### src/hw/rtl/bls_pkg.sv
package bls_pkg;

	localparam int OP_W  = 3;
	localparam int POS_W = 8;
	localparam int VAL_W = 32;
	localparam int ST_W  = 2;

	typedef enum logic [OP_W-1:0] {
		OP_APPEND = 3'd0,
		OP_REMOVE = 3'd1,
		OP_INSERT = 3'd2,
		OP_ERASE  = 3'd3,
		OP_READ   = 3'd4,
		OP_CLEAR  = 3'd5
	} op_t;

	typedef enum logic [ST_W-1:0] {
		ST_OK    = 2'd0,
		ST_RANGE = 2'd1,
		ST_FULL  = 2'd2,
		ST_EMPTY = 2'd3
	} status_t;

	typedef enum logic [2:0] {
		S_IDLE,
		S_EXEC,
		S_SHIFT,
		S_PUT,
		S_DONE
	} state_t;

endpackage

### src/hw/rtl/bls_mem.sv
module bls_mem import bls_pkg::*; #(
	parameter int DEPTH = 64,
	localparam int AW = $clog2(DEPTH)
) (
	input  logic             clk,
	input  logic             we,
	input  logic [AW-1:0]    waddr,
	input  logic [VAL_W-1:0] wdata,
	input  logic             re,
	input  logic [AW-1:0]    raddr,
	output logic [VAL_W-1:0] rdata
);

	logic [VAL_W-1:0] mem [DEPTH];

	always_ff @(posedge clk) begin
		if (we) begin
			mem[waddr] <= wdata;
		end
	end

	always_ff @(posedge clk) begin
		if (re) begin
			rdata <= mem[raddr];
		end
	end

endmodule

### config.mk
export PLATFORM = sky130hd
export DESIGN_NAME = bls_mem
export DESIGN_NICKNAME = d
export VERILOG_FILES = /design/src/hw/rtl/bls_pkg.sv /design/src/hw/rtl/bls_mem.sv
export SDC_FILE = /design/constraint.sdc
export NUM_CORES = 2
export LEC_CHECK = 0
export BUFFER_PORTS_ARGS = -buffer_cell sky130_fd_sc_hd__clkbuf_2
export CORE_ASPECT_RATIO = 1.25
export CORE_MARGIN = 2
export CORE_UTILIZATION = 25
export DETAILED_ROUTE_END_ITERATION = 8
export GPL_ROUTABILITY_DRIVEN = 0
export GPL_TIMING_DRIVEN = 0
export HOLD_SLACK_MARGIN = 0.15
export SYNTH_ARGS = -nofsm -noshare
export SYNTH_HDL_FRONTEND = slang
export SYNTH_SLANG_ARGS = --single-unit
### constraint.sdc
create_clock -name clk -period 5.8 [get_ports clk]
set_clock_uncertainty 0.15 [all_clocks]
set_input_delay 0.58 -clock clk [delete_from_list [all_inputs] [get_ports clk]]
set_output_delay 0.58 -clock clk [all_outputs]
set_load 0.01 [all_outputs]
Word-level counts from Yosys, hierarchy flattened
Memories as Yosys holds them, arrays and structs flattened. A register that Yosys moved wholly into a read port is not among the register bits.
Cells that the tools add are included.

word-level totals
  register bits = 0
  RAM bits = 2048
  bits of input ports = 47
  output and inout port bits = 32
  word-level logic and storage cells = 3
  memories kept = 1

memory list
  memory  depth  width  read ports  clocked after memory_dff  wr ports  line           text
  mem     64     32     1           1                         1         bls_mem.sv:14  logic [VAL_W-1:0] mem [DEPTH];

cells by class
  mux-type cells = 2

operator list
  operator           count
  1-bit two-way mux  2

Longest topological paths before layout
  word-level depth = 2
  mapped depth = 10
  mapped depth without buffers = 5

Worst setup path before layout
Ideal clock, no wire load.

  kind = input -> register
  start point = in waddr[3]
  end point = mem mem[48][0], enable pin
  library setup time = 461 ps
  arrival time = 3279 ps
  required time = 5189 ps
  slack = 1910 ps
  stages on the path = 4
  buffers on the path = 1
  path through = clkbuf_1 nor2b_1 nand4b_1 nor3_1

RTL lines
  what         line           text
  from (decl)  bls_mem.sv:7   input logic [AW-1:0] waddr,
  to (decl)    bls_mem.sv:14

No word-level cell before the write port.

==> flow_summary_export.csv <==
group,metric,value,unit
global_route,overflow,0,
timing,finalCriticalPeriod,4280,ps
route,ant_nets,0,
timing,period_share,0.7379,
logic_synthesis,synth.top_cells.by_area,"edfxtp_1 79%, mux4_2 16%, mux2i_1 1.2%",
logic_synthesis,synth_cells,3324,
clocking,cts_buffer_depth,3,
cells_and_area,nNetsFinal,3748,
worst_setup_path,worst-path-max-fanout,10,
logic_synthesis,async_flop_share,0,
worst_setup_path,r2r_slack,2740,ps
clocking,numCtsBuffers,198,
worst_setup_path,worstPathCellList,"buf_2 > buf_2 > buf_2 > buf_1 > mux4_2 > o22ai_1 > nor2_1 > a21oi_1 > nor2_1",
power_and_ir_drop,leakagePower,28.05,nW
logic_synthesis,syn_avg_cell_area,23.72,sq um
power_and_ir_drop,power_density,333.1,mW/mm^2
worst_hold_path,min-delay-start,"wdata[26]",
power_and_ir_drop,p_total,31.03,mW
timing,tightest_slew,1574,ps
floorplan,floorplan.initialDensity,0.2511,
timing,slew_violations,25,
cells_and_area,multi_input_area,0.01597,sq mm
worst_setup_path,crit_family,"buffers and inverters",
floorplan,rows,230,
global_route,grtUsageTotal,0.1506,
route,wl_met2,121300,um
worst_setup_path,crit_path_max_incr_delay,960,ps
worst_setup_path,required,6230,ps
placement,place_ws,715.4,ps
logic_synthesis,synthDistinctLibCells,33,
route,dr.max_layer_used,"met5",
floorplan,core-area,0.3140,sq mm
logic_synthesis,synth_top_area_frac,0.7923,
route,dr_wl_met3,23100,um
cells_and_area,seq_area,0.06246,sq mm
timing,hold_viol,0,
placement,dp.cells,7651,
clocking,cts_tree,"yes",
placement,dpl_cell_area,0.08654,sq mm
clocking,cts_max_level,4,
status,violations,"max-capacitance violations, max-slew violations",
route,vias_per_cell,4.842,
clocking,cts_resized,0,
worst_setup_path,reg2regPathDepth,4,
route,dr.first_iter.drc_count,5444,
route,drt-pass1-iter-count,8,
worst_hold_path,min_to,"mem[6][26]",
cells_and_area,drive_above_1_share,0.2945,
placement,dp_hpwl,161800,um
timing,rsz0062_at_grt,"false",
worst_setup_path,end_kind,"flop",
cells_and_area,final_area,0.09314,sq mm
status,status,"complete, but fails checks",
logic_synthesis,synth_fp_nets,3371,
worst_setup_path,r2r_start,"mem[15][10]",
floorplan,io_pins,79,
route,routed_wirelength,246700,um
worst_hold_path,min_path_type,"in2reg",
logic_synthesis,synth.largest_area_cell,"edfxtp_1",
clocking,clk_latency,860,ps
cells_and_area,syn_to_final_growth,18.15,%
route,wire_per_inst,30.63,um
cells_and_area,instances_no_fill,8052,
route,m1WireLength,84450,um
timing,worst_slack,1520,ps
worst_setup_path,path_class,"in2reg",
route,drc_errors,0,
global_route,antenna_found_initial,32,
cells_and_area,fillerInstances,29983,
floorplan,fp.dieH,631.8,um
logic_synthesis,synthTopCellsByCount,"2,080 x edfxtp_1, 544 x mux4_2, 137 x nor2_1, 93 x mux2i_1, 84 x o22ai_1",
worst_setup_path,cp_common_cell,"buf_2",
worst_setup_path,cp-startpoint,"raddr[1]",
worst_hold_path,hold_path_depth,1,
logic_synthesis,yosys_warnings,0,
floorplan,die_x,506.3,um
worst_setup_path,critPathBufInv,4,
clocking,cts.reportedPaths.clkPinSlew,60,ps
worst_setup_path,worstSetupStartpointType,"primary input",
clocking,clock_sinks,2080,
logic_synthesis,synth_ff_type,"edfxtp_1",
global_route,first_global_vias,38668,
timing,max_freq,0.2337,GHz
timing,maxSlewHeadroom,-0.04906,
power_and_ir_drop,max-vdd-ir-drop,0.0002383,V
timing,setup_viol,0,
global_route,grt_max_degree,65,
logic_synthesis,ys_seq_area_frac,0.7923,
flow_run,maxCapViolCount,3,
floorplan,die-area,0.3199,sq mm
logic_synthesis,post-synth-top-count-cell,"edfxtp_1",
worst_setup_path,r2r_end,"rdata[10]",
global_route,grt_pass1_wl,329300,um
logic_synthesis,synth_edf_count,2080,
route,vias,38990,
placement,port_buffers,70,
logic_synthesis,syn_area,0.07884,sq mm
worst_setup_path,crit_slowest_cell,"buf_1",
clocking,clock-root-buffer,"clkbuf_16",
timing,finalSetupTns,0,ps
worst_setup_path,arrival,4710,ps
logic_synthesis,ys_ff_latch,2080,
[state kept, by name (all words and copies together), names as in the netlist]
signal and cells:
rdata 32, mem 2048
[layout make-up]
cell class / count / area share
sequential: 2080 / 0.6706
multi-input combinational: 1062 / 0.1714
tap: 4176 / 0.05610
clock buffer: 237 / 0.05477
timing repair buffer: 177 / 0.02582
clock inverter: 123 / 0.01142
buffer: 182 / 0.009524
antenna: 15 / 0.0004030
[stage by stage]
stage                 util  hold slack (ps)
floorplan                -            528.9
global placement    0.2689            862.8
detailed placement  0.2756            852.4
CTS                 0.2953            319.2
global route        0.2966            198.3
finish              0.2967            199.6
[cells in the final DEF, fill, tap and decap left out, types with 68 or more instances in the layout]
cell type  count
clkbuf_16    198
buf_12        72
clkbuf_1     112
nor2_1        75
o22ai_1       84
edfxtp_1    2080
mux2i_1       93
buf_2         68
mux4_2       544
[where the power goes]
group	switching [mW]	internal, mW
registers	0.0419	16.7
logic	1.22	0.582
clock network	5.64	6.87
total	6.90	24.1
[metal layers]
layer / track usage / vias to the layer above
li1: - / 15097
met1: 0.1732 / 20888
met2: 0.2531 / 2365
met3: 0.03721 / 622
met4: 0.09091 / 18
met5: 0 / -
[repair_timing]
| action | 4_1_cts | 5_1_grt |
|---|---|---|
| hold endpoints to repair | 32 | 219 |
| buffers inserted | 0 | 0 |
| hold buffers | 1 | 12 |
[cells by family after synthesis]
logic type / after synthesis / synth area share
AO/OA/AOI/OAI: 202 / 0.01666
buffers and inverters: 182 / 0.01124
multiplexers: 637 / 0.1672
flip-flops: 2080 / 0.7923
AND/OR/NAND/NOR: 223 / 0.01260
[worst max path at each step]
stage / endpoint / slack, ps / depth (start not counted)
after CTS: rdata[9] / 1620 / 9
final: rdata[6] / 1520 / 9
after detailed placement: rdata[9] / 720 / 9
after floorplan: mem[48][0] / 1910 / 4
after global routing: rdata[9] / 1550 / 9
after global placement: mem[49][19] / -1690 / 4
Note: power is estimated with default switching activity, not from simulation.
